[src/lbr_pkg.sv]
// Shared types and constants for the LED blink-code digit reader.
// Used by the register block, the sequencer and the top level; no dependencies.
`timescale 1ns / 1ps

package lbr_pkg;

  // Event kinds carried on the input channel.
  localparam logic [1:0] MODE_TRIGGER = 2'd0;
  localparam logic [1:0] MODE_TICK    = 2'd1;
  localparam logic [1:0] MODE_POLL    = 2'd2;

  // Configuration port geometry: two registers at byte addresses 0 and 8, 64-bit data.
  localparam int unsigned CFG_ADDR_W = 4;
  localparam int unsigned CFG_DATA_W = 64;
  localparam logic [CFG_ADDR_W-1:0] ADDR_DIGIT_CODES = 4'h0;
  localparam logic [CFG_ADDR_W-1:0] ADDR_ZERO_FLASH  = 4'h8;

  // Register reset values.
  localparam logic [63:0] DIGIT_CODES_RST = 64'hFFFF_F917_1A61_7052;
  localparam logic [7:0]  ZERO_FLASH_RST  = 8'd60;

  // Special codes in the digit string.
  localparam logic [3:0] CODE_PAUSE = 4'd10;
  localparam logic [3:0] CODE_END   = 4'd15;

  // One input beat.
  typedef struct packed {
    logic [1:0] mode;
    logic       key_held;
  } lbr_event_t;

  // One result beat.
  typedef struct packed {
    logic led_on;
    logic busy_res;
  } lbr_result_t;

  // Configuration as seen by the sequencer.
  typedef struct packed {
    logic [63:0] digit_codes;
    logic [7:0]  zero_flash_polls;
  } lbr_cfg_t;

endpackage

[src/lbr_cfg_regs.sv]
// Configuration registers of the blink-code reader behind an APB-style port.
// Depends on lbr_pkg for addresses, reset values and the configuration struct.
`timescale 1ns / 1ps

module lbr_cfg_regs (
  input  logic                            clk,
  input  logic                            rst_n,
  input  logic                            psel,
  input  logic                            penable,
  input  logic                            pwrite,
  input  logic [lbr_pkg::CFG_ADDR_W-1:0]  paddr,
  input  logic [lbr_pkg::CFG_DATA_W-1:0]  pwdata,
  output logic [lbr_pkg::CFG_DATA_W-1:0]  prdata,
  output lbr_pkg::lbr_cfg_t               cfg
);
  import lbr_pkg::*;

  logic [63:0] digit_codes_r;
  logic [7:0]  zero_flash_r;
  logic        wr_en;

  // A write lands in the access phase; the port never stalls.
  assign wr_en = psel && penable && pwrite;

  // Register file with synchronous reset.
  always_ff @(posedge clk) begin
    if (!rst_n) begin
      digit_codes_r <= DIGIT_CODES_RST;
      zero_flash_r  <= ZERO_FLASH_RST;
    end else if (wr_en) begin
      unique case (paddr)
        ADDR_DIGIT_CODES: digit_codes_r <= pwdata;
        ADDR_ZERO_FLASH:  zero_flash_r  <= pwdata[7:0];
        default: ;
      endcase
    end
  end

  // Read-back decoder.
  always_comb begin
    unique case (paddr)
      ADDR_DIGIT_CODES: prdata = digit_codes_r;
      ADDR_ZERO_FLASH:  prdata = {56'd0, zero_flash_r};
      default:          prdata = '0;
    endcase
  end

  assign cfg.digit_codes      = digit_codes_r;
  assign cfg.zero_flash_polls = zero_flash_r;

endmodule

[src/lbr_seq.sv]
// Readout sequencer: phase, countdowns and string position, one event per step.
// Depends on lbr_pkg for event, result and configuration types.
`timescale 1ns / 1ps

module lbr_seq #(
  parameter int unsigned CODE_SLOTS = 16
) (
  input  logic                 clk,
  input  logic                 rst_n,
  input  logic                 step_en,
  input  lbr_pkg::lbr_event_t  ev,
  input  lbr_pkg::lbr_cfg_t    cfg,
  output lbr_pkg::lbr_result_t res
);
  import lbr_pkg::*;

  // Sequencer phases.
  localparam logic [2:0] PH_IDLE    = 3'd0;
  localparam logic [2:0] PH_LEAD    = 3'd1;
  localparam logic [2:0] PH_LOAD    = 3'd2;
  localparam logic [2:0] PH_SHOW    = 3'd3;
  localparam logic [2:0] PH_GAP     = 3'd4;
  localparam logic [2:0] PH_RELEASE = 3'd5;

  localparam logic [5:0] LEAD_TICKS  = 6'd15;
  localparam logic [5:0] LEAD_ON_MIN = 6'd6;
  localparam logic [5:0] GAP_TICKS   = 6'd10;
  localparam logic [5:0] PAUSE_TICKS = 6'd24;
  localparam logic [4:0] SLOTS       = 5'(CODE_SLOTS);

  logic [2:0] phase_r, phase_nxt;
  logic [5:0] tick_r, tick_nxt;
  logic [7:0] flash_r, flash_nxt;
  logic [3:0] pos_r, pos_nxt;
  logic [3:0] cur_code;
  logic [3:0] digit;
  logic [4:0] pos_inc;
  logic [3:0] pos_next_slot;
  logic       led;

  // Code under the current position and the wrapped next position.
  assign cur_code      = cfg.digit_codes[{pos_r, 2'b00} +: 4];
  assign digit         = (cur_code == CODE_END) ? 4'd0 : cur_code;
  assign pos_inc       = {1'b0, pos_r} + 5'd1;
  assign pos_next_slot = (pos_inc >= SLOTS) ? 4'd0 : pos_inc[3:0];

  // Next-state and LED logic for one event.
  always_comb begin
    phase_nxt = phase_r;
    tick_nxt  = tick_r;
    flash_nxt = flash_r;
    pos_nxt   = pos_r;
    led       = 1'b0;
    case (ev.mode)
      MODE_TRIGGER: begin
        if (phase_r == PH_IDLE) begin
          phase_nxt = PH_LEAD;
          tick_nxt  = LEAD_TICKS;
        end
      end
      MODE_TICK: begin
        if (tick_r != 6'd0) tick_nxt = tick_r - 6'd1;
      end
      MODE_POLL: begin
        unique case (phase_r)
          PH_LEAD: begin
            if (tick_r > LEAD_ON_MIN) begin
              led = 1'b1;
            end else if (tick_r == 6'd0) begin
              pos_nxt   = 4'd0;
              flash_nxt = 8'd0;
              phase_nxt = PH_LOAD;
            end
          end
          PH_LOAD: begin
            if (cur_code == CODE_PAUSE) begin
              phase_nxt = PH_GAP;
              tick_nxt  = PAUSE_TICKS;
            end else begin
              if (digit == 4'd0) flash_nxt = cfg.zero_flash_polls;
              else               tick_nxt  = {digit, 2'b00} - 6'd1;
              phase_nxt = PH_SHOW;
            end
            pos_nxt = pos_next_slot;
          end
          PH_SHOW: begin
            if (flash_r != 8'd0) begin
              flash_nxt = flash_r - 8'd1;
              led       = 1'b1;
            end else if (tick_r == 6'd0) begin
              if (cur_code == CODE_END) begin
                phase_nxt = PH_RELEASE;
              end else begin
                // The gap count itself sits in the LED-on half of its period.
                tick_nxt  = GAP_TICKS;
                phase_nxt = PH_GAP;
                led       = GAP_TICKS[1];
              end
            end else begin
              led = tick_r[1];
            end
          end
          PH_GAP: begin
            if (tick_r == 6'd0) phase_nxt = PH_LOAD;
          end
          PH_RELEASE: begin
            if (!ev.key_held) phase_nxt = PH_IDLE;
          end
          default: ;
        endcase
      end
      default: ;
    endcase
  end

  // State registers advance once per event.
  always_ff @(posedge clk) begin
    if (!rst_n) begin
      phase_r <= PH_IDLE;
      tick_r  <= 6'd0;
      flash_r <= 8'd0;
      pos_r   <= 4'd0;
    end else if (step_en) begin
      phase_r <= phase_nxt;
      tick_r  <= tick_nxt;
      flash_r <= flash_nxt;
      pos_r   <= pos_nxt;
    end
  end

  assign res.led_on   = led;
  assign res.busy_res = (phase_nxt != PH_IDLE);

endmodule

[src/led_blink_code_digit_reader_core.sv]
// Top level of the LED blink-code digit reader: input register, sequencer,
// result register and configuration port. Depends on lbr_pkg, lbr_cfg_regs, lbr_seq.
// An accepted input beat waits in the input register and moves into the result register on advance.
// Throughput: one beat per cycle while out_ready is high; the sequencer step is combinational.
// Reset (rst_n low, synchronous) empties both stages, puts the sequencer in idle
// and restores the register defaults. No clearing pass is needed.
`timescale 1ns / 1ps

module led_blink_code_digit_reader_core #(
  parameter int unsigned CODE_SLOTS = 16
) (
  input  logic                            clk,
  input  logic                            rst_n,
  input  logic                            in_valid,
  output logic                            in_ready,
  input  logic [1:0]                      in_mode,
  input  logic                            in_key_held,
  output logic                            out_valid,
  input  logic                            out_ready,
  output logic                            out_led_on,
  output logic                            out_busy_res,
  input  logic                            psel,
  input  logic                            penable,
  input  logic                            pwrite,
  input  logic [lbr_pkg::CFG_ADDR_W-1:0]  paddr,
  input  logic [lbr_pkg::CFG_DATA_W-1:0]  pwdata,
  output logic [lbr_pkg::CFG_DATA_W-1:0]  prdata,
  output logic                            pready
);
  import lbr_pkg::*;

  logic        in_vld_r;
  lbr_event_t  ev_r;
  logic        out_vld_r;
  lbr_result_t res_r;
  lbr_result_t res_nxt;
  lbr_cfg_t    cfg;
  logic        advance;

  assign pready = 1'b1;

  // Configuration registers.
  lbr_cfg_regs u_cfg (
    .clk     (clk),
    .rst_n   (rst_n),
    .psel    (psel),
    .penable (penable),
    .pwrite  (pwrite),
    .paddr   (paddr),
    .pwdata  (pwdata),
    .prdata  (prdata),
    .cfg     (cfg)
  );

  // The held beat moves on whenever the result register is free or being drained.
  assign advance  = in_vld_r && (!out_vld_r || out_ready);
  assign in_ready = !in_vld_r || advance;

  // Input stage.
  always_ff @(posedge clk) begin
    if (!rst_n) begin
      in_vld_r <= 1'b0;
    end else if (in_valid && in_ready) begin
      in_vld_r <= 1'b1;
    end else if (advance) begin
      in_vld_r <= 1'b0;
    end
  end

  always_ff @(posedge clk) begin
    if (in_valid && in_ready) begin
      ev_r.mode     <= in_mode;
      ev_r.key_held <= in_key_held;
    end
  end

  // Sequencer steps on the beat leaving the input stage.
  lbr_seq #(
    .CODE_SLOTS (CODE_SLOTS)
  ) u_seq (
    .clk     (clk),
    .rst_n   (rst_n),
    .step_en (advance),
    .ev      (ev_r),
    .cfg     (cfg),
    .res     (res_nxt)
  );

  // Result stage.
  always_ff @(posedge clk) begin
    if (!rst_n) begin
      out_vld_r <= 1'b0;
    end else if (advance) begin
      out_vld_r <= 1'b1;
    end else if (out_ready) begin
      out_vld_r <= 1'b0;
    end
  end

  always_ff @(posedge clk) begin
    if (advance) res_r <= res_nxt;
  end

  assign out_valid    = out_vld_r;
  assign out_led_on   = res_r.led_on;
  assign out_busy_res = res_r.busy_res;

endmodule

[config.mk]
export PLATFORM = sky130hd
export DESIGN_NAME = led_blink_code_digit_reader_core
export DESIGN_NICKNAME = d
export VERILOG_FILES = /design/src/lbr_pkg.sv /design/src/lbr_cfg_regs.sv /design/src/lbr_seq.sv /design/src/led_blink_code_digit_reader_core.sv
export SDC_FILE = /design/constraint.sdc
export NUM_CORES = 1
export LEC_CHECK = 0
export ABC_AREA = 1
export BUFFER_PORTS_ARGS = -buffer_cell sky130_fd_sc_hd__buf_2
export CAP_MARGIN = 10
export CORE_MARGIN = 4
export CORE_UTILIZATION = 35
export CTS_BUF_LIST = sky130_fd_sc_hd__clkbuf_8 sky130_fd_sc_hd__clkbuf_16
export CTS_CLUSTER_SIZE = 25
export DETAILED_ROUTE_END_ITERATION = 12
export PLACE_DENSITY = 0.56
export SLEW_MARGIN = 20
export SYNTH_ARGS = -nofsm -noshare
export SYNTH_HDL_FRONTEND = slang
export SYNTH_SLANG_ARGS = --single-unit
[constraint.sdc]
create_clock -name clk -period 6.35 [get_ports clk]
set_clock_uncertainty 0.15 [all_clocks]
set_input_delay 0.3175 -clock clk [delete_from_list [all_inputs] [get_ports clk]]
set_output_delay 0.3175 -clock clk [all_outputs]
set_load 0.1 [all_outputs]
==> summary.txt <==
===================================================================================
Deepest clock path buffer count                                                   2
Critical Path Start Type                                                       flop
Maxcap violations                                                                 0
Ratio of total power to cell area                                      218.5 mW/mm²
Boundary Pins                                                                   147
Mapped Avg Cell Area                                                      6.631 µm²
Crit-path max FO                                                                 20
Latest clock arrival within the worst-skew pair                             0.35 ns
Height of the die                                                          134.9 µm
First-pass GRT wire length                                                 27.02 mm
Final slew viol count                                                             0
Fraction of final layout cells sized beyond drive strength 1                 19.98%
Top FF cell, synth                                                          dfxtp_1
Register Area                                                          0.002052 mm²
Final Cycle Share                                                            47.03%
Remaining antenna violation count after routing                                   0
Unrepaired setup endpoints after global routing                                  no
Final Wtd Congestion                                                         0.8606
Cells after Synth                                                               850
Overall via count from detail_route                                            5700
Initial cell density of the core                                             35.61%
Die Area                                                                0.01820 mm²
Post-route cell area                                                   0.006764 mm²
Number of levels the H-tree was split into                                        3
Number of endpoints failing setup at the final stage                              0
Area of combinational cells with multiple inputs                       0.002856 mm²
Capture endpoint of the worst hold path                                u_cfg.digit_codes_r[59]
Tot GR Track Use                                                             18.10%
Max stage delay cell, worst path                                            dfxtp_1
1st-iter DRT viols                                                              404
Leakage component of the power                                          0.003454 µW
Worst setup path category                                              flop to flop
DRC violation count after routing                                                 0
Slack of the worst reg-to-reg path                                          3.36 ns
Final hold violation count                                                        0
Total wire length after detailed routing                                   16.10 mm
Max Clock Freq                                                            334.9 MHz
Share of Yosys cell area claimed by the top area cell type                   33.74%
Data required time of the worst path                                        6.44 ns
Worst hold start                                                         pwdata[59]
Register area share after synthesis                                          36.40%
Share of flip-flops with an asynchronous set or reset                            0%
Clock tree root buffer cell                                               clkbuf_16
Biggest cell delay along the critical path                                  0.83 ns
Layout Nets                                                                    1056
Top post-synthesis cells by area                                       dfxtp_1 34%, nand2_1 10%, a21oi_1 8.3%
Most common library cells after synthesis                              155 x nand2_1, 116 x inv_1, 95 x dfxtp_1
Kind of capture point of the worst setup path                                  flop
Total of fill cells in the finished design                                     1732
Count of placed standard cells in the final layout, fillers left out           1187
Number of enable flip-flop cells after synthesis                                  5
Minimum clock period                                                       2.986 ns
Placed standard-cell area                                              0.006411 mm²
Pin count of the biggest net entering global routing                             77
Die width                                                                  134.9 µm
# resized after CTS                                                               0
VDD IR max                                                              0.0001373 V
Reg2Reg Launch Point                                                   u_seq.pos_r[1]
Count of clock tree sinks                                                       100
Unique cell type count in the Yosys netlist                                      44
Data arrival, critical path                                                 3.07 ns
Run status                                                             finished clean
Net Count, Synth                                                                939
Hold-critical path depth                                                          3
Post-CTS Setup Inserts                                                            0
Reg2reg path depth                                                               16
Via count of the first global-routing pass                                     5407
Actual transition at the worst max-transition pin                         0.9340 ns
Setup Total Neg Slack                                                          0 ns
Hold_buf cts                                                                      3
Flip-flop and latch count after synthesis                                       100
GRT overflow                                                                      0
CTS clk-pin slew, worst paths                                               0.07 ns
Average detailed-routed wire length per instance                           13.57 µm
Post-Route Utilization                                                       42.74%
Detailed-placement wirelength estimate                                     11.97 mm
Slew headroom                                                                37.64%
Vias per cell                                                                 4.802
FF-to-FF End                                                           u_seq.flash_r[0]
Top-count cell post-synth                                                   nand2_1
Port-buffer cells                                                               145
Area of the mapped netlist                                             0.005637 mm²
Number of antenna violations at the first check in global routing                 0
DP Cell Count                                                                  1169
Yosys warnings                                                                    0
Kind of path behind the tightest hold check                            input port to flop
Layout area overhead                                                         20.00%
Total core area                                                         0.01583 mm²
First-pass iteration count of the detailed router                                 5
Largest area contributor in the netlist                                     dfxtp_1
Antenna Diode Count                                                               0
Row cnt                                                                          46
TritonCTS buffer count                                                            9
Cells along the critical path                                          inv_2 -> nand3_1 -> nand3_1 -> nand3_1 -> nand2_1 -> nand2_2 -> inv_2 -> nand2_4 -> nand2_1 -> ha_1 -> nand2_1 -> nand2_2 -> nand2_4 -> inv_2 -> o21ai_1 -> a21oi_1
CTS tree                                                                      built
===================================================================================
[per-layer routing]
layer / up-vias / global-route usage [%] / part of all wire [%]
met5: - / 0 / 0
met4: 0 / 5.769 / 1.6
met3: 18 / 3.167 / 5.7
met2: 146 / 27.10 / 41
met1: 2533 / 26.40 / 51
li1: 3003 / - / -
[cell type report]
class,count,area share [%]
tap,216,3.996
timing repair buffer,151,11.51
inverter,127,7.177
clock buffer,9,3.330
sequential,100,30.34
multi-input combinational,578,42.23
clock inverter,6,1.424
[report_power, final]
| group | total [µW] | switching (µW) | internal [µW] |
|---|---|---|---|
| combinational | 222 | 161 | 61.9 |
| sequential | 651 | 7.81 | 643 |
| clock | 604 | 256 | 349 |
| total | 1480 | 424 | 1050 |
[cells by family after synthesis]
logic type / count (synthesis) / synth area share, %
adder cells (fa/ha/maj): 11 / 2.442
AND/OR/NAND/NOR: 341 / 26.44
buffers and inverters: 172 / 13.05
other: 1 / 0.06653
flip-flops: 100 / 36.40
XOR/XNOR: 3 / 0.4662
AO/OA/AOI/OAI: 222 / 21.13
[placed cells by master, fill, tap and decap left out, types with 2 or more instances in the layout]
| cell | count |
|---|---|
| a21oi_1 | 93 |
| ha_1 | 11 |
| o21ai_0 | 86 |
| nor2_1 | 85 |
| nor2_4 | 4 |
| inv_2 | 8 |
| o22ai_1 | 14 |
| inv_1 | 115 |
| nor3_1 | 5 |
| a21oi_2 | 3 |
| dfxtp_1 | 95 |
| buf_2 | 145 |
| bufinv_16 | 2 |
| nand3_2 | 3 |
| xor2_1 | 2 |
| o21ai_1 | 7 |
| a31oi_1 | 2 |
| dlygate4sd3_1 | 3 |
| clkinv_1 | 2 |
| nand2_2 | 7 |
| nor4_1 | 2 |
| nand3_1 | 73 |
| nand2_1 | 155 |
| nand4_1 | 3 |
| inv_6 | 2 |
| edfxtp_1 | 5 |
| buf_4 | 3 |
| nand2_4 | 2 |
| o211ai_1 | 5 |
| inv_8 | 2 |
| a211oi_1 | 3 |
| clkbuf_16 | 9 |
[worst max path at each step]
stage / cells past startpoint / end / from
floorplan: 5 / prdata[4] / paddr[1]
global placement: 15 / u_seq.tick_r[1] / u_seq.pos_r[1]
detailed placement: 15 / u_seq.tick_r[1] / u_seq.pos_r[1]
CTS: 15 / u_seq.tick_r[1] / u_seq.pos_r[1]
global route: 15 / u_seq.tick_r[1] / u_seq.pos_r[1]
finish: 16 / u_seq.flash_r[0] / u_seq.pos_r[1]
[stage by stage]
stage          total power, µW  hold WS [ns]  setup WS (ns)
2_1_floorplan            829.3        0.2664          3.356
3_3_place_gp             886.8        0.3215          3.446
3_5_place_dp             886.5        0.3230          3.380
4_1_cts                   1494      0.008799          3.357
5_1_grt                   1545       0.02575          3.010
6_report                  1478       0.02238          3.364
[flip-flops by register name, indices dropped and copies added (netlist names), 3 cells and up]
register and cells:
u_seq.pos_r 4, u_seq.phase_r 3, u_cfg.zero_flash_r 8, u_cfg.digit_codes_r 64
u_seq.tick_r 6, ev_r 3, u_seq.flash_r 8
[worst max-delay path: cells and delay by family (launching register included)]
family                   cells  cell delay [ns]
AO/OA/AOI/OAI                2             0.19
adder cells (fa/ha/maj)      1             0.20
flip-flops                   1             0.83
AND/OR/NAND/NOR             10             1.08
buffers and inverters        3             0.42
Power figures use the tool's default switching activity.
